`src/hw/rtl/bdar_pkg.sv`:
```
// Shared constants, register indexes and control types of the button debounce block.
package bdar_pkg;

   localparam int TIME_W = 32;
   localparam int CFG_W  = 16;
   localparam int IDX_W  = 2;
   localparam int CNT_W  = $clog2(TIME_W);

   localparam logic [IDX_W-1:0] REG_ACTIVE_HIGH  = IDX_W'(0);
   localparam logic [IDX_W-1:0] REG_DEBOUNCE_MS  = IDX_W'(1);
   localparam logic [IDX_W-1:0] REG_REPEAT_DELAY = IDX_W'(2);
   localparam logic [IDX_W-1:0] REG_REPEAT_EVERY = IDX_W'(3);

   localparam logic             RST_ACTIVE_HIGH  = 1'b1;
   localparam logic [CFG_W-1:0] RST_DEBOUNCE_MS  = CFG_W'(50);
   localparam logic [CFG_W-1:0] RST_REPEAT_DELAY = CFG_W'(500);
   localparam logic [CFG_W-1:0] RST_REPEAT_EVERY = CFG_W'(100);

   typedef struct packed {
      logic load;
      logic eval;
      logic emit;
   } ctrl_cmd_type;

   typedef struct packed {
      logic need_div;
      logic div_done;
   } dp_status_type;

endpackage

```
`src/hw/rtl/bdar_ctrl.sv`:
```
// Controller state machine sequencing each poll through evaluation, division when a repeat check is due, and response.
module bdar_ctrl import bdar_pkg::*; (
   input  logic          clock,
   input  logic          reset,
   input  logic          req_valid,
   output logic          req_ready,
   output logic          rsp_valid,
   input  logic          rsp_ready,
   input  dp_status_type status,
   output ctrl_cmd_type  cmd
);

   typedef enum logic [1:0] {
      ST_IDLE,
      ST_EVAL,
      ST_DIV,
      ST_FINISH
   } state_type;

   state_type state_ff;
   logic      rsp_valid_ff;
   logic      slot_free;

   assign slot_free = !rsp_valid_ff || rsp_ready;
   assign req_ready = (state_ff == ST_IDLE);
   assign rsp_valid = rsp_valid_ff;

   assign cmd.load = (state_ff == ST_IDLE) && req_valid;
   assign cmd.eval = (state_ff == ST_EVAL);
   assign cmd.emit = (state_ff == ST_FINISH) && slot_free;

   always_ff @(posedge clock) begin
      if (reset) begin
         state_ff     <= ST_IDLE;
         rsp_valid_ff <= 1'b0;
      end else begin
         if (cmd.emit) begin
            rsp_valid_ff <= 1'b1;
         end else if (rsp_ready) begin
            rsp_valid_ff <= 1'b0;
         end
         case (state_ff)
            ST_IDLE: begin
               if (req_valid) begin
                  state_ff <= ST_EVAL;
               end
            end
            ST_EVAL: begin
               state_ff <= status.need_div ? ST_DIV : ST_FINISH;
            end
            ST_DIV: begin
               if (status.div_done) begin
                  state_ff <= ST_FINISH;
               end
            end
            ST_FINISH: begin
               if (slot_free) begin
                  state_ff <= ST_IDLE;
               end
            end
            default: state_ff <= ST_IDLE;
         endcase
      end
   end

endmodule

```
`config.mk`:
```
export PLATFORM = sky130hd
export DESIGN_NAME = bdar_ctrl
export DESIGN_NICKNAME = d
export VERILOG_FILES = /design/src/hw/rtl/bdar_pkg.sv /design/src/hw/rtl/bdar_ctrl.sv
export SDC_FILE = /design/constraint.sdc
export NUM_CORES = 1
export LEC_CHECK = 0
export ABC_CLOCK_PERIOD_IN_PS = 1400
export BUFFER_PORTS_ARGS = -buffer_cell sky130_fd_sc_hd__buf_2
export CAP_MARGIN = 10
export CORE_AREA = 2 2 39 41
export DETAILED_ROUTE_END_ITERATION = 6
export DIE_AREA = 0 0 41 43
export HOLD_SLACK_MARGIN = 0.15
export SYNTH_ARGS = -nofsm -noshare
export SYNTH_HDL_FRONTEND = slang
export SYNTH_SLANG_ARGS = --single-unit
export TNS_END_PERCENT = 50
```
`constraint.sdc`:
```
create_clock -name clock -period 1.4 [get_ports clock]
set_input_delay 0.07 -clock clock [delete_from_list [all_inputs] [get_ports clock]]
set_output_delay 0.07 -clock clock [all_outputs]
set_load 0.01 [all_outputs]
```
**Yosys cells after proc, flatten, opt, wreduce, memory -nomap -nowiden**

Index checks and enable logic that the tools add are counted.

- $mul: 0
- Shift operators: 0
- Bitwise gates (word level): 0
- Add/subtract/negate cells: 0
- Reductions and logical operators: 7
- Equality and inequality tests: 6
- Div/mod/pow operators: 0
- Mux-type cells: 7
- $lt $le $gt $ge: 0

Operator list:

| kind | count |
|---|---|
| $pmux W2 S4 | 1 |
| $mux W2 | 3 |
| $ne A2 B2 Y1 const B | 3 |
| $eq A2 B2 Y1 const B | 2 |
| $mux W1 | 3 |
| $reduce_and A3 Y1 | 1 |
| $eq A2 B1 Y1 const B | 1 |
| $logic_and A1 B1 Y1 | 2 |
| $logic_not A2 Y1 | 1 |
| $reduce_bool A2 Y1 | 1 |
| $logic_not A1 Y1 | 1 |
| $logic_or A1 B1 Y1 | 1 |

- Memories kept: 0
- Bits in read-only memories: 0
- Logic and storage cells: 22
- Bits in latches: 0
- Bits in registers: 3
- Input bits: 6
- Output and inout port bits: 5
- Bits in writable memories: 0

**Longest topological paths before layout**

- Depth after elaboration: 4
- Depth in mapped cells: 5
- Gate-level depth less buffers: 5

**Worst setup path before layout**

No wires, ideal clock.

- Path kind: register to register
- Start: reg state_ff[0]
- End: reg state_ff[0]
- Cell stages (with the launch flop): 6
- Arrival time: 1.134 ns
- Setup time: 0.088 ns
- Buffers on the path: 0
- Clock period less this slack: 1.222 ns
- Slack: 0.178 ns
- Data required time: 1.312 ns
- Cell sequence: dfxtp_1 -> inv_1 -> ha_1 -> nand2b_4 -> a31oi_1 -> a311oi_2

- Longest elaborated chain between the ends: 3
- Elaborated cells between the ends (all ways): 9
- Classes of those cells: eq/ne (6); mux (1); reduce/logical (2)

RTL lines:

| item | line | text |
|---|---|---|
| start: declaration | bdar_ctrl.sv:20 | `state_type state_ff;` |
| start signal: assignment | bdar_ctrl.sv:49 | `state_ff <= status.need_div ? ST_DIV : ST_FINISH;` |
| $logic_not A2 Y1 (*) | n/a |  |
| net req_ready | bdar_ctrl.sv:6 | `output logic req_ready,` |
| $ne A2 B2 Y1 (no line) | n/a |  |
| $reduce_and A3 Y1 (no line) | n/a |  |

Mark *: on every way through the listed nets, which the timed path passes. The rest lies on a longest branch.
A chain may end at the register's enable or synchronous reset.

==> summary.txt <==
Worst setup path
  – Crit path cell chain: inv_1 > ha_1 > and2_1 > buf_2
  – Peak per-stage delay on the critical path: 0.34 ns
  – Setup CP Type: flop to output pin
  – Worst setup slack for register-to-register paths: 0.19 ns
  – Worst Reg-to-Reg Cells: 5
  – Kind of start point of the critical path: flop
  – Critical path required time: 1.33 ns
  – Cell with the largest stage delay on the worst path: sky130_fd_sc_hd__dfxtp_1
  – Largest fanout of any net on the critical path: 4
  – Endpoint of the most critical register-to-register path: state_ff[0]
  – Startpoint of the worst register-to-register path: state_ff[1]
  – Arrival time worst endpoint: 1.20 ns
  – Worst setup EP type: output pin

STA
  – Worst rel slew slack: 0.873
  – Setup Skew: 0.00150 ns
  – RSZ-0062 raised after global routing: false
  – Setup tns final: 0 ns
  – Worst hold-check slack: 0.165 ns
  – Transition time at the pin with the least slew margin: 0.191 ns
  – Portion of the clock cycle consumed by the worst path in the final layout: 0.909
  – Final slew viol count: 0
  – Hold violation total from the final report: 0
  – Setup-violating endpoint count in the final report: 0
  – Final critical path time including I/O delays and setup: 1.27 ns
  – Fmax: 786 MHz

Routing
  – Total vias in the final route: 246
  – Drt pass-1 iters: 4
  – Post-route DRC: 0
  – DRT antenna net count: 0
  – Per-cell routed wire length: 8.59 um
  – Iteration-0 DRC Markers: 2
  – Mean number of vias per cell: 4.24
  – Total Routed Length: 498 um

Job
  – # Max-Cap Violations: 0

Place
  – DPL Wire Length: 413 um
  – Global placement routability congestion: 0.762
  – Number of I/O port buffers: 10

Clock tree
  – Clock sinks: 3
  – Cell at the root of the clock tree: sky130_fd_sc_hd__clkbuf_4
  – Clock transition at the register clock pins on the worst setup and hold paths after CTS: 0.04 ns
  – Latest clock arrival within the worst-skew pair: 0.23 ns
  – Htree depth: 1
  – TritonCTS Buffers: 3
  – CTS tree: done
  – Buffers from clock root to sink, at most: 2
  – Number of setup buffers added after CTS: 0

Cells and area
  – Fraction of final layout cells sized beyond drive strength 1: 0.452
  – Relative area change from synthesis to final layout: 50.3%
  – Diodes inserted: 0
  – Total Nets Final: 53
  – Final-layout fill cell count: 154

Logic synthesis
  – Net Count, Synth: 35
  – FF+latch count, synth: 3
  – Number of distinct standard cells referenced by the synthesized netlist: 16
  – Fraction of registers with async set or reset after synthesis: 0
  – Number of instances in the synthesized netlist: 25
  – Biggest area contributors in the synthesized netlist: sky130_fd_sc_hd__dfxtp_1, sky130_fd_sc_hd__ha_1, sky130_fd_sc_hd__nand3b_4, sky130_fd_sc_hd__a311oi_2, sky130_fd_sc_hd__nand2b_4
  – Number of flops mapped to enable cells by yosys: 0
  – Main flop type after synthesis: sky130_fd_sc_hd__dfxtp_1
  – Synthesized area per cell: 9.96 um^2
  – Sequential area share after synthesis: 0.241
  – Biggest area consumer among synthesized cells: sky130_fd_sc_hd__dfxtp_1
  – Count leader, synth: sky130_fd_sc_hd__ha_1
  – Area share of the leading cell type in the synthesized netlist: 0.241
  – Most instantiated cells after synthesis: sky130_fd_sc_hd__ha_1, sky130_fd_sc_hd__dfxtp_1
  – Number of warnings reported in the yosys synthesis log: 0
  – Synthesized cell area: 249 um^2

Pwr
  – Pwr per Cell Area: 1870 mW/mm^2
  – Highest ir drop seen on vdd: 0.000603 V
  – Leakage Power: 0.205 nW

Die
  – Starting density of the core: 0.180
  – Floorplan die area: 0.00176 mm^2
  – Boundary pin count: 11
  – Overall die height: 43 um
  – Horizontal die dimension: 41 um
  – Area of the core: 0.00138 mm^2
  – Standard-cell rows: 14

Global route
  – Vias in the first global route: 207
  – Global-route wire length before repair: 786 um
  – Residual overflow from global routing: 0
  – Initial antenna violation count: 0
  – Largest net degree at the start of global routing: 5
  – Total GRT Usage: 0.0712

Hold path
  – Path category of the worst min-delay check: input port to flop
  – Hold path startpoint: status[1]
  – Min-Delay Path Depth: 3
  – WHS Endpoint: state_ff[0]

Run status
  – Run status: finished, final reports clean
-- cells by family (layout without fill, tap and decap cells) --
kind of cell,after synthesis,count (layout),share of synthesized area
buf+inv,2,19,0.0302
simple gates,11,11,0.367
flops,3,3,0.241
fa+ha+maj,4,4,0.201
compound gates,5,5,0.161
-- registers in the layout, indices dropped and copies added, names as in the netlist --
name / flops
state_ff: 2
rsp_valid: 1
-- worst max path at each step --
| stage | slack, ns | end | from |
|---|---|---|---|
| after floorplan | 0.18 | state_ff[0] | state_ff[0] |
| after global placement | 0.19 | state_ff[0] | state_ff[1] |
| after detailed placement | 0.15 | state_ff[0] | state_ff[1] |
| after CTS | 0.06 | cmd[2] | state_ff[1] |
| after global routing | 0.03 | cmd[2] | state_ff[0] |
| final | 0.13 | cmd[2] | state_ff[0] |
-- layer usage --
metal	routed length (um)	vias to the layer above	part of all wire	track usage
met5	0	-	0	0
met1	234	112	0.47	0.0833
met4	0	0	0	0.0200
li1	-	124	-	-
met2	220	10	0.44	0.0938
met3	42	0	0.084	0.0628
-- area by class of cell --
| type | count | area (um^2) | area share |
|---|---|---|---|
| inverter | 2 | 7.51 | 0.0201 |
| multi-input combinational | 20 | 181 | 0.485 |
| sequential | 3 | 61.3 | 0.164 |
| timing repair buffer | 13 | 77.6 | 0.207 |
| tap | 16 | 20.0 | 0.0535 |
| clock buffer | 4 | 26.3 | 0.0702 |
-- metrics by stage --
step	instances	setup slack (ns)	instance area (um^2)	power, mW	utilization
after CTS	58	0.0568	373	0.717	0.269
after global routing	58	0.0315	374	0.777	0.270
after global placement	52	0.189	327	0.535	0.236
after floorplan	25	0.178	249	0.429	-
after detailed placement	52	0.151	327	0.551	0.236
final	58	0.127	374	0.700	0.270
-- what timing repair did --
item	4_1_cts	5_1_grt
setup endpoints to repair	0	1
hold buffers	2	0
resized for setup	0	1
hold endpoints to repair	3	0
-- where the power goes --
part           internal [mW]  switching (mW)  total [mW]
registers              0.123          0.0327       0.155
clock network          0.107          0.0431       0.150
logic                  0.192           0.203       0.395
total                  0.422           0.278       0.700
-- cell usage in the layout (no fill, tap or decap), drive strengths merged --
cell,instances
inv,2
a31oi,1
a31o,1
nand2b,2
ha,4
nor2b,2
a311oi,1
nor2,2
and2,1
dfxtp,3
clkbuf,4
dlygate4sd3,2
buf,11
nand4,1
nand3b,2
a21oi,2
and3,1
-- worst max-delay path: cells and delay by family (launching register included) --
family,cells,cell delay (ns)
adders and majority gates,1,0.26
DFF,1,0.34
buffers and inverters,2,0.21
and+or+nand+nor,1,0.15
Note: power is estimated with default switching activity, not from simulation.
