$ cat src/hw/rtl/bdar_pkg.sv
// Shared constants, register indexes and control types of the button debounce block.
package bdar_pkg;

   localparam int TIME_W = 32;
   localparam int CFG_W  = 16;
   localparam int IDX_W  = 2;
   localparam int CNT_W  = $clog2(TIME_W);

   localparam logic [IDX_W-1:0] REG_ACTIVE_HIGH  = IDX_W'(0);
   localparam logic [IDX_W-1:0] REG_DEBOUNCE_MS  = IDX_W'(1);
   localparam logic [IDX_W-1:0] REG_REPEAT_DELAY = IDX_W'(2);
   localparam logic [IDX_W-1:0] REG_REPEAT_EVERY = IDX_W'(3);

   localparam logic             RST_ACTIVE_HIGH  = 1'b1;
   localparam logic [CFG_W-1:0] RST_DEBOUNCE_MS  = CFG_W'(50);
   localparam logic [CFG_W-1:0] RST_REPEAT_DELAY = CFG_W'(500);
   localparam logic [CFG_W-1:0] RST_REPEAT_EVERY = CFG_W'(100);

   typedef struct packed {
      logic load;
      logic eval;
      logic emit;
   } ctrl_cmd_type;

   typedef struct packed {
      logic need_div;
      logic div_done;
   } dp_status_type;

endpackage

$ cat src/hw/rtl/bdar_div.sv
// Restoring serial divider giving one quotient bit per cycle.
module bdar_div import bdar_pkg::*; (
   input  logic              clock,
   input  logic              reset,
   input  logic              start,
   input  logic [TIME_W-1:0] dividend,
   input  logic [CFG_W-1:0]  divisor,
   output logic [TIME_W-1:0] quotient,
   output logic              done
);

   logic [TIME_W-1:0] quo_ff;
   logic [CFG_W-1:0]  rem_ff;
   logic [CFG_W-1:0]  div_ff;
   logic [CNT_W-1:0]  cnt_ff;
   logic              busy_ff;
   logic              done_ff;
   logic [CFG_W:0]    rem_sh;
   logic [CFG_W:0]    diff;
   logic              ge;

   assign rem_sh = {rem_ff, quo_ff[TIME_W-1]};
   assign diff   = rem_sh - {1'b0, div_ff};
   assign ge     = (rem_sh >= {1'b0, div_ff});

   always_ff @(posedge clock) begin
      if (reset) begin
         busy_ff <= 1'b0;
         done_ff <= 1'b0;
         cnt_ff  <= '0;
      end else if (start) begin
         busy_ff <= 1'b1;
         done_ff <= 1'b0;
         cnt_ff  <= '0;
      end else if (busy_ff) begin
         cnt_ff <= cnt_ff + CNT_W'(1);
         if (cnt_ff == CNT_W'(TIME_W - 1)) begin
            busy_ff <= 1'b0;
            done_ff <= 1'b1;
         end
      end else begin
         done_ff <= 1'b0;
      end
   end

   always_ff @(posedge clock) begin
      if (start) begin
         quo_ff <= dividend;
         rem_ff <= '0;
         div_ff <= divisor;
      end else if (busy_ff) begin
         quo_ff <= {quo_ff[TIME_W-2:0], ge};
         rem_ff <= ge ? diff[CFG_W-1:0] : rem_sh[CFG_W-1:0];
      end
   end

   assign quotient = quo_ff;
   assign done     = done_ff;

endmodule

$ cat src/hw/rtl/bdar_dp.sv
// Datapath: configuration, debounce state, repeat bookkeeping and the response register.
module bdar_dp import bdar_pkg::*; (
   input  logic              clock,
   input  logic              reset,
   input  logic              csr_we,
   input  logic [IDX_W-1:0]  csr_index,
   input  logic [CFG_W-1:0]  csr_wdata,
   input  ctrl_cmd_type      cmd,
   output dp_status_type     status,
   input  logic              pin_level,
   input  logic [TIME_W-1:0] now_ms,
   input  logic              repeat_wanted,
   output logic              press_event,
   output logic              held
);

   logic              act_high_ff;
   logic [CFG_W-1:0]  debounce_ff;
   logic [CFG_W-1:0]  delay_ff;
   logic [CFG_W-1:0]  every_ff;

   logic              pin_ff;
   logic [TIME_W-1:0] now_ff;
   logic              want_ff;

   logic              pressed_ff;
   logic              reported_ff;
   logic [TIME_W-1:0] press_start_ff;
   logic [TIME_W-1:0] hold_start_ff;
   logic [TIME_W-1:0] repeats_ff;
   logic              held_ff;
   logic              event_ff;
   logic              div_used_ff;
   logic              out_event_ff;
   logic              out_held_ff;

   logic              level;
   logic [TIME_W-1:0] elapsed;
   logic              held_in;
   logic [TIME_W-1:0] hold;
   logic [CFG_W:0]    delay_eff;
   logic [CFG_W-1:0]  every_eff;
   logic              need_div;
   logic              first_press;
   logic [TIME_W-1:0] span;
   logic [TIME_W-1:0] quotient;
   logic              div_done;
   logic              rep_hit;

   assign level       = (pin_ff == act_high_ff);
   assign elapsed     = now_ff - press_start_ff;
   assign held_in     = pressed_ff ? (level || (elapsed < TIME_W'(debounce_ff))) : level;
   assign hold        = now_ff - hold_start_ff;
   assign delay_eff   = (delay_ff < debounce_ff) ? {debounce_ff, 1'b1} : {1'b0, delay_ff};
   assign every_eff   = (every_ff == '0) ? CFG_W'(1) : every_ff;
   assign first_press = held_in && !reported_ff;
   assign need_div    = held_in && reported_ff && want_ff && (hold >= TIME_W'(delay_eff));
   assign span        = hold - TIME_W'(delay_eff);
   assign rep_hit     = div_used_ff && (quotient > repeats_ff);

   bdar_div u_div (
      .clock    (clock),
      .reset    (reset),
      .start    (cmd.eval && need_div),
      .dividend (span),
      .divisor  (every_eff),
      .quotient (quotient),
      .done     (div_done)
   );

   assign status.need_div = need_div;
   assign status.div_done = div_done;

   always_ff @(posedge clock) begin
      if (reset) begin
         act_high_ff <= RST_ACTIVE_HIGH;
         debounce_ff <= RST_DEBOUNCE_MS;
         delay_ff    <= RST_REPEAT_DELAY;
         every_ff    <= RST_REPEAT_EVERY;
      end else if (csr_we) begin
         case (csr_index)
            REG_ACTIVE_HIGH:  act_high_ff <= csr_wdata[0];
            REG_DEBOUNCE_MS:  debounce_ff <= csr_wdata;
            REG_REPEAT_DELAY: delay_ff    <= csr_wdata;
            REG_REPEAT_EVERY: every_ff    <= csr_wdata;
            default: ;
         endcase
      end
   end

   always_ff @(posedge clock) begin
      if (cmd.load) begin
         pin_ff  <= pin_level;
         now_ff  <= now_ms;
         want_ff <= repeat_wanted;
      end
      if (cmd.emit) begin
         out_event_ff <= event_ff || rep_hit;
         out_held_ff  <= held_ff;
      end
   end

   always_ff @(posedge clock) begin
      if (reset) begin
         pressed_ff     <= 1'b0;
         reported_ff    <= 1'b0;
         press_start_ff <= '0;
         hold_start_ff  <= '0;
         repeats_ff     <= '0;
         held_ff        <= 1'b0;
         event_ff       <= 1'b0;
         div_used_ff    <= 1'b0;
      end else if (cmd.eval) begin
         pressed_ff  <= held_in;
         held_ff     <= held_in;
         event_ff    <= first_press;
         div_used_ff <= need_div;
         if (!pressed_ff && level) begin
            press_start_ff <= now_ff;
         end
         if (!held_in) begin
            reported_ff <= 1'b0;
         end else if (!reported_ff) begin
            reported_ff   <= 1'b1;
            hold_start_ff <= now_ff;
            repeats_ff    <= '0;
         end
      end else if (cmd.emit && rep_hit) begin
         repeats_ff <= repeats_ff + TIME_W'(1);
      end
   end

   assign press_event = out_event_ff;
   assign held        = out_held_ff;

endmodule

$ cat config.mk
export PLATFORM = sky130hd
export DESIGN_NAME = bdar_dp
export DESIGN_NICKNAME = d
export VERILOG_FILES = /design/src/hw/rtl/bdar_pkg.sv /design/src/hw/rtl/bdar_div.sv /design/src/hw/rtl/bdar_dp.sv
export SDC_FILE = /design/constraint.sdc
export NUM_CORES = 1
export LEC_CHECK = 0
export BUFFER_PORTS_ARGS = -buffer_cell sky130_fd_sc_hd__buf_2
export CORE_UTILIZATION = 57
export CTS_CLUSTER_SIZE = 30
export DETAILED_ROUTE_END_ITERATION = 6
export PLACE_DENSITY_LB_ADDON = 0.12
export RECOVER_POWER = 50
export SYNTH_ARGS = -nofsm -noshare
export SYNTH_HDL_FRONTEND = slang
export SYNTH_SLANG_ARGS = --single-unit
$ cat constraint.sdc
create_clock -name clock -period 6.22 [get_ports clock]
set_input_delay 1.866 -clock clock [delete_from_list [all_inputs] [get_ports clock]]
set_output_delay 1.866 -clock clock [all_outputs]
set_load 0.03 [all_outputs]
======== Yosys cells after proc, flatten, opt, wreduce, memory -nomap -nowiden ========
Cells that the tools add are included.
word-level totals
  register bits ........................... 256
  input bits .............................. 58
  output and inout port bits .............. 4
  word-level logic and storage cells ...... 80
operators by class
  $add $sub $neg .......................... 6
  order comparisons ....................... 5
  equal/unequal tests ..................... 7
  muxes and demuxes ....................... 13
  bitwise operators ....................... 2
  reductions and logical operators ........ 25
operators with widths
  kind                                                             count
  32-bit 2-to-1 mux                                                6
  32-bit subtractor                                                2
  32-bit by 1-bit adder with 32-bit output, second input constant  1
  32-bit by 17-bit greater-or-equal comparator with 1-bit output   1
  32-bit > comparator                                              1
  32-bit by 16-bit less-than comparator with 1-bit output          1
  32-bit by 17-bit subtractor with 32-bit output                   1
  17-bit by 16-bit greater-or-equal comparator with 1-bit output   1
  17-bit 2-to-1 mux                                                1
  16-bit logical NOT                                               1
  16-bit less-than comparator                                      1
  16-bit 2-to-1 mux                                                1
  16-bit subtractor                                                1
  2-bit AND reduction                                              5
  1-bit logical AND                                                8
  3-bit AND reduction                                              2
  5-bit by 1-bit adder with 5-bit output, second input constant    1
  5-bit == test, second input constant                             1
  1-bit 2-to-1 mux                                                 5
  2-bit == test, second input constant                             2
  2-bit nonzero test                                               2
  3-bit OR reduction                                               1
  2-bit by 1-bit == test with 1-bit output, second input constant  1
  1-bit logical NOT                                                2
  7 further kinds                                                  9

======== Depth between registers and ports, before layout ========
Gate-level depths: netlist (run 1).
  word-level depth ........................ 9
  gate-level depth with buffers ........... 27
  gate-level depth less buffers ........... 26

======== Modules after synthesis ========
A second synthesis (run 1) with hierarchy kept.
unflattened totals
  cells, all modules ...................... 2,149
  area total of the unflattened synthesis .. 17,922.2 sq um
modules (own cells, without submodules)
  module    instances  cells an instance  area an instance (sq um)  sequential area each (sq um)
  bdar_dp   1          1,812              14,097.3                  4,043.9
  bdar_div  1          337                3,824.9                   1,901.8

======== Least setup slack after synthesis (run 1) ========
OpenSTA, ideal clock, no wires.
  path kind ............................... register to output
  start ................................... register debounce_ff[1]
  end ..................................... output port status[1] (netlist bit)
  arrival ................................. 4.787 ns
  required time ........................... 4.354 ns
  setup slack ............................. -0.433 ns
  stages on the path, launching flop included .. 25
  buffers on the path ..................... 2
  cell sequence ........................... dfxtp_1 > inv_1 > ha_1 > a21o_1 > a21o_1 > a21o_1 > a21o_1 > a21o_1 > a21o_1 > a21o_1 > a21oi_1 > o31ai_1 > clkbuf_1 > mux2i_1 > fa_1 > a21o_1 > a31oi_1 > or3_1 > nand4_1 > nand3_1 > a211oi_1 > nor2_1 > and4_1 > nor2_1 > buf_4
on the way
  word-level cells in the longest chain between the ends .. 6
  elaborated cells between the ends (all ways) .. 9
  those cells by class .................... 3 x order compare; 2 x mux; 4 x reduce/logical
ends and longest elaborated chain
  element                                                                                                                 RTL line       source
  start, declared                                                                                                         bdar_dp.sv:18  logic [CFG_W-1:0] debounce_ff;
  start signal, assigned                                                                                                  bdar_dp.sv:83  REG_DEBOUNCE_MS: debounce_ff <= csr_wdata;
  parallel branches: the longest is 5 deep, another holds 32-bit by 17-bit greater-or-equal comparator with 1-bit output  --
  1-bit logical AND *                                                                                                     bdar_dp.sv:57  assign need_div = held_in && reported_ff && want_ff && (hold >= TIME_W'(delay_eff));
  end, declared                                                                                                           bdar_dp.sv:9   output dp_status_type status,
Mark *: on every way between the ends.

==> results by group, run 1 <==
Status
  • Failing checks: capacitance limit, slew limit, setup timing
  • Status: finished, violations left

Setup path
  • Startpoint types: register
  • Worst EP required: between 4000 and 5000 ps
  • Kind of critical path: reg -> out
  • Critical path arrival: 4850 ps
  • R2r setup slk: 710 ps
  • CP Max Fanout: 8
  • R2R cell count: 27
  • Setup crit end kind: output pin

Floorplan
  • FP Rows: between 60 and 70
  • Die X: 175 um
  • Die height: 175 um
  • Full die area: between 30000 and 40000 um2
  • Starting Density: ~59%
  • # IOs: between 60 and 70
  • Placeable Area: 29000 um2

Logic synthesis
  • Synth Area in Simple Gates: 18.6%
  • Unique masters post-synth: 81
  • Main combinational cell family by area after synthesis: simple AND/OR/NAND/NOR gates
  • Post-Syn Nets: 2199
  • Post-synthesis adder-cell area fraction: 12.2%
  • Count leader, synth: nand2_1
  • Synth async-reset ratio: 0%
  • Synth Area in Compound Gates: between 15 and 20%
  • Register bit total from synthesis: 255
  • Synth top area share: approximately a fifth
  • Synth Area in XOR/XNOR: 5.51%
  • Avg Cell Area, Syn: ~8.6 um2
  • Synth top cells by count: 275 x nand2_1, 219 x a21oi_1, 171 x dfxtp_1, 160 x ha_1, 156 x inv_1
  • Register area share after synthesis: 35.0%
  • Yosys warning total: 0
  • Post-synth EDFFs: 84
  • Yosys top cell by area: dfxtp_1
  • Synthesized area: roughly 17000 um2
  • Dominant cells by area after synthesis: dfxtp_1 20%, edfxtp_1 15%, ha_1 12%, a21oi_1 6.4%, nand2_1 6.1%
  • Post-synthesis mux area share: 4.61%
  • Main flop type after synthesis: dfxtp_1
  • Synth Instances: slightly below 2000

Layout
  • Fillers: 2408
  • Diode count: 0
  • Nets: 2344
  • Fin area: 19400 um2
  • Area Overhead vs Synth: 14.4%
  • Share of cells above drive strength 1: 15.9%

Global routing
  • GRT Resource Usage Total: 28.9%
  • Total grt overflow: 0
  • Largest net degree at the start of global routing: 75
  • First-pass GRT wire length: 71.4 mm
  • Initial antenna violation count: 0
  • Number of global-route vias before repair: 14300

Timing
  • Setup TNS: -491 ps
  • Final Skew: 16.8 ps
  • Worst setup margin: -491 ps
  • Actual slew at the worst max-slew pin: 3580 ps
  • Min Tclk post-route: between 6000 and 7000 ps
  • Fmax: between 100 and 150 MHz
  • Endpoints failing setup: 1
  • Final period utilization: 108%
  • Final Hold Vio Count: 0
  • Final Max Tran Viols: 124
  • Max_slew headroom: -139%
  • Unrepaired setup endpoints after global routing: yes
  • Hold slack: about 450 ps

Route
  • Routed vias/inst: 5.81
  • Drt wl/cell: 17.5 um
  • Drt drc: 0
  • Iteration-0 DRC Markers: 947
  • DR pass1 iterations: 5
  • Antenna-violating nets left: 0
  • Vias: 14700
  • Detailed-route wire length: 44.2 mm

Clock network
  • Clk sinks: 255
  • H-tree depth: 1
  • TritonCTS clock tree: done
  • CTS Buffer Depth: 3
  • Clock transition at path regs: ~60 ps
  • Root Driver: clkbuf_16
  • Worst skew pair latency: 560 ps
  • Number of buffers created by CTS: 29

Placed design
  • HPWL after DPL: 34.4 mm
  • IO Port Bufs: 61
  • Dpl cell area: approximately 18000 um2
  • Global placement routability congestion: 0.961

Power and ir drop
  • P per Cell Area: between 200 and 300 nW/um2
  • Leakage: slightly below 0.008 uW
  • Max IR drop VDD: 0.000244 V

Job
  • Max Cap Viol: 3

Worst hold path
  • WHS Path Cells: 2
  • Hold WC Path Type: reg -> reg
[state kept, by name, summed over array words and instances (netlist names), 5 cells and up]
name	flops
debounce_ff	16
u_div.div_ff	16
every_ff	16
repeats_ff	32
u_div.quotient	32
press_start_ff	32
u_div.cnt_ff	5
delay_ff	16
now_ff	32
hold_start_ff	32
u_div.rem_ff	16
[worst max-delay path: stages (launching register included)]
cell      delay, ps
dfxtp_2         320
inv_2            70
ha_4            190
a21o_1          170
a21o_1          150
a21o_1          150
a21o_1          150
a21o_1          140
a21o_1          140
a21o_1          160
a21oi_2         170
o31ai_4         150
buf_4           180
mux2i_1         120
ha_1            230
a2111o_1        390
a31oi_1         210
or3_1           180
nand4_1         130
nand3_1         130
a211oi_2         70
buf_4           150
nor2_2          100
and4_1          230
nor2_2           70
buf_6           140
[cell families (layout without fill, tap and decap cells)]
group,after synthesis,after routing
adders and majority gates,164,164
xor gates and xnor gates,107,107
muxes,63,63
and+or+nand+nor,654,654
DFF,255,255
buffers and inverters,247,414
AOI/OAI and AO/OA,487,487
[metal layers]
layer,up-vias,routed length (um),GRT usage [%]
met1,6917,19500,36.8
met3,114,1880,2.85
met2,359,20900,50.2
met5,-,0,0
li1,7295,-,-
met4,0,1920,11.7
[cell usage in the layout, fill, tap and decap left out, drive strengths merged, types with 9 or more instances in the layout]
cell type  count
edfxtp        84
nor2         125
buf          196
inv          159
and3          20
o21a          24
or3           12
a211oi        23
mux2          33
clkbuf        44
nand3b        14
nand2        275
nand3         19
a21o          57
mux2i         30
ha           160
a21oi        219
o21ai         63
xnor2         66
nand2b        21
o21bai         9
or2           12
dfxtp        171
nand4         39
nor2b         18
nor4          24
o211ai        10
clkinv        14
xor2          41
nor3          45
[metrics by stage]
stage	std cells	util (%)	power, uW	worst slack (ps)
after floorplan	1977	-	3480	1.75
after global placement	2457	63.3	4090	-295
after detailed placement	2457	63.3	4140	-374
after CTS	2528	67.1	5810	-462
after global routing	2528	67.0	6160	-767
final	2528	67.0	5820	-491
[what timing repair did]
action	in CTS	in global routing
resized for setup	24	2
hold buffers	0	0
setup endpoints to repair	1	1
buffers inserted	18	0
pin swaps	23	0
[layout make-up]
class	instances	area, um2	share of cell area, %
clock buffers	35	758	3.90
clock inverters	18	114	0.586
inverters	156	586	3.01
multi-input cells	1475	10200	52.3
flip-flops and latches	255	5950	30.6
well taps	384	480	2.47
repair buffers	205	1390	7.15
[path summary, 6_finish.rpt]
kind,start,to
worst max-delay path,debounce_ff[1]$_SDFFE_PP1P_,status[1]
worst min register to register,hold_start_ff[2]$_SDFFE_PP0P_,hold_start_ff[2]$_SDFFE_PP0P_
worst min-delay path,hold_start_ff[2]$_SDFFE_PP0P_,hold_start_ff[2]$_SDFFE_PP0P_
worst max register to register,now_ff[0]$_DFFE_PP_,u_div.quotient[5]$_DFFE_PP_
[power by group]
group	leakage [uW]	internal, uW	switching (uW)
combinational	0.00523	1040	1270
clock	0.000435	873	690
sequential	0.00218	1850	94.5
(Power assumes the default switching activity.)
==> run 2: changes to the inputs <==
ABC_AREA = 1   (was unset)
CORE_UTILIZATION = 58   (was 57)
==> run 2 against run 1 <==
Effect of this change: the run ends with capacitance limit, slew limit left; core utilization decreased by 2.2 points; total power decreased by 1.6%; first-iteration DRC count increased by 24%; largest cell class unchanged; largest power group unchanged; highest routed layer unchanged.
==> results by group, run 2 <==
Global routing
  • GRT Resource Usage Total: 32.1% (+3.2 points)
  • Initial antenna violation count: 0 (unchanged)
  • First-pass GRT wire length: 85.4 mm (+20%)
  • Largest net degree at the start of global routing: 93 (+24%)
  • Number of global-route vias before repair: 17500 (+22%)
  • Total grt overflow: 0 (unchanged)

Logic synthesis
  • Avg Cell Area, Syn: 6.64 um2 (-23%)
  • Yosys warning total: 0 (unchanged)
  • Post-synth EDFFs: 84 (unchanged)
  • Synthesized area: 18800 um2 (+10%)
  • Synth async-reset ratio: 0% (unchanged)
  • Main flop type after synthesis: dfxtp_1
  • Register bit total from synthesis: 255 (unchanged)
  • Register area share after synthesis: 31.7% (-3.3 points)
  • Synth top area share: 18.2% (-1.9 points)
  • Synth Instances: 2826 (+43%)
  • Count leader, synth: nand2_1
  • Post-Syn Nets: 3048 (+39%)
  • Synth top cells by count: 838 x nand2_1, 462 x inv_1, 239 x nor2_1, 227 x a21oi_1, 171 x dfxtp_1
  • Unique masters post-synth: 53 (-35%)
  • Yosys top cell by area: dfxtp_1
  • Dominant cells by area after synthesis: dfxtp_1 18%, nand2_1 17%, edfxtp_1 13%, ha_1 11%, inv_1 9.2%

Floorplan
  • Starting Density: 59.2% (+0.56 points)
  • FP Rows: 65 (+4.8%)
  • Die X: 182 um (+4.1%)
  • # IOs: 62 (unchanged)
  • Placeable Area: 31700 um2 (+9.3%)
  • Die height: 182 um (+4.1%)
  • Full die area: 33100 um2 (+8.4%)

Layout
  • Final cell utilization of the core: 64.8% (-2.2 points)
  • Share of cells above drive strength 1: 6.35% (-9.6 points)
  • Storage cell area: 5950 um2 (about the same)
  • Final non-filler cell total: 3284 (+30%)
  • Fin area: 20600 um2 (+5.7%)
  • Fillers: 2980 (+24%)
  • Diode count: 0 (unchanged)
  • Most frequent cells in the layout: 832 x nand2_1, 459 x inv_1, 236 x nor2_1
  • Multi-input logic area: 10900 um2 (+7.5%)
  • Area Overhead vs Synth: 9.56%
  • Commonest non-fill, non-tap cell in the layout: nand2_1
  • Nets: 3081 (+31%)

Status
  • Status: finished, violations left
  • Failing checks: capacitance limit, slew limit

Timing
  • Final Max Tran Viols: 74 (-40%)
  • Actual slew at the worst max-slew pin: 2320 ps (-1260 ps)
  • Min Tclk post-route: 6020 ps (-688 ps)
  • Final Hold Vio Count: 0 (unchanged)
  • Fmax: 166 MHz (+11%)
  • Max_slew headroom: -54.9% (+84 points)
  • Final period utilization: 96.8% (-11 points)
  • Endpoints failing setup: 0 (-1)
  • Final Skew: 10.7 ps (-6.18 ps)

Placed design
  • Placed insts: 3219 (+31%)
  • Dpl cell area: 19300 um2 (+5.1%)
  • IO Port Bufs: 61 (unchanged)
  • HPWL after DPL: 41.9 mm (+22%)
  • Global placement routability congestion: 1.01 (+5.5%)

Route
  • Iteration-0 DRC Markers: 1170 (+24%)
  • DR pass1 iterations: 7 (+2)
  • Vias: 17900 (+22%)
  • Drt wl/cell: 16.1 um (-7.8%)
  • Met2 wire len: 25.8 mm (+24%)
  • Routed vias/inst: 5.46 (-6.0%)
  • Antenna-violating nets left: 0 (unchanged)
  • Top routing layer in use: met4
  • Detailed-route wire length: 52.9 mm (+20%)
  • DR WL met3: 2.52 mm (+34%)
  • Metal-1 WL: 22.1 mm (+13%)
  • Drt drc: 0 (unchanged)

Clock network
  • Root Driver: clkbuf_16
  • H-tree depth: 1 (unchanged)
  • TritonCTS clock tree: done
  • Worst skew pair latency: 580 ps (+20 ps)
  • Clk sinks: 255 (unchanged)
  • Number of buffers created by CTS: 29 (unchanged)
  • CTS Buffer Depth: 3 (unchanged)
  • # hold bufs at CTS: 0 (unchanged)
  • Clock transition at path regs: 60 ps (about the same)

Power and ir drop
  • P per Cell Area: 278 nW/um2 (-6.9%)
  • Leakage: 0.00974 uW (+24%)
  • Power Total: 5720 uW (-1.6%)
  • Max IR drop VDD: 0.000259 V (+5.9%)

Setup path
  • Worst EP required: 4350 ps (about the same)
  • Kind of critical path: reg -> out
  • CP Max Fanout: 6 (-2)
  • Startpoint types: register
  • Setup crit end kind: output pin
  • Critical path arrival: 4160 ps (-690 ps)

Job
  • Max Cap Viol: 2 (-1)

Worst hold path
  • Hold WC Path Type: reg -> reg
run 2: changes by cell type after synthesis, sizes merged, moves of 33 or more:
cell / before / now
mux2: 33 / 0
nand3: 19 / 137
nand2: 275 / 845
inv: 156 / 463
nor2: 125 / 248
o21ai: 63 / 133
a21o: 57 / 5
xnor2: 66 / 20
xor2: 41 / 76
run 2: critical path, cell delays in order (launching register included):
cell      delay [ps]
edfxtp_1         390
inv_1            100
ha_1             160
inv_1            120
fa_2             420
nand2_1           90
nand2_1           80
nand3_1           70
nand2_1          130
nand2_1          100
nand2_1           90
xor2_1           160
ha_2             390
nand2_1          110
nor2_2           160
nand3_1          170
a21oi_4          210
nor2_4            60
nand2_1           60
nand3_1          100
nand3_2          120
nand2_1           60
inv_1             60
clkbuf_4         170
run 2: area by class of cell:
cell class	count	area share [%]
Multi-Input combinational cell	2024	53.2
Sequential cell	255	28.9
Inverter	464	8.49
Clock buffer	42	4.08
Tap cell	402	2.45
Timing Repair Buffer	85	2.31
Clock inverter	12	0.572
run 2: path summary, 6_finish.rpt:
path,from,endpoint,slack (ps),depth (start not counted)
hold reg to reg,hold_start_ff[19]$_SDFFE_PP0P_,hold_start_ff[19]$_SDFFE_PP0P_,460,2
hold / removal,hold_start_ff[19]$_SDFFE_PP0P_,hold_start_ff[19]$_SDFFE_PP0P_,460,2
setup reg to reg,now_ff[0]$_DFFE_PP_,u_div.div_ff[5]$_SDFFCE_PN0P_,1300,23
setup / recovery,now_ff[0]$_DFFE_PP_,status[1],200,23
run 2: kinds of logic (layout without fill, tap and decap cells):
kind of cell               after synthesis  count (layout)  share of synthesized area (%)
AOI/OAI and AO/OA                      396             396                           11.1
adders and majority gates              164             164                           11.1
and+or+nand+nor                       1365            1365                           30.3
xor gates and xnor gates                96              96                           4.48
buffers and inverters                  547             603                           11.2
muxes                                    3               3                          0.160
DFF                                    255             255                           31.7
run 2: where the power goes:
group | internal, uW | switching, uW
clock | 986 | 710
combinational | 758 | 1390
sequential | 1820 | 57.1
run 2: repair_timing:
action | 4_1_cts | 5_1_grt
pin swaps | 0 | 12
endpoints found under the hold margin | 0 | 0
gates resized for setup | 4 | 47
setup endpoints to repair | 1 | 1
setup buffers | 0 | 11
run 2: per-stage QoR:
stage | setup slack, ps | TNS [ps] | hold slack [ps]
after CTS | 2.68 | 0 | 453
after global placement | 515 | 0 | 442
after global routing | -69.1 | -69.1 | 468
final | 197 | 0 | 456
after floorplan | 580 | 0 | 435
after detailed placement | 518 | 0 | 442
run 2: layer usage:
metal | global-route usage (%) | vias to the layer above
met5 | 0 | -
met4 | 14.7 | 0
met3 | 4.15 | 150
met2 | 58.3 | 474
met1 | 37.5 | 8203
li1 | - | 9104
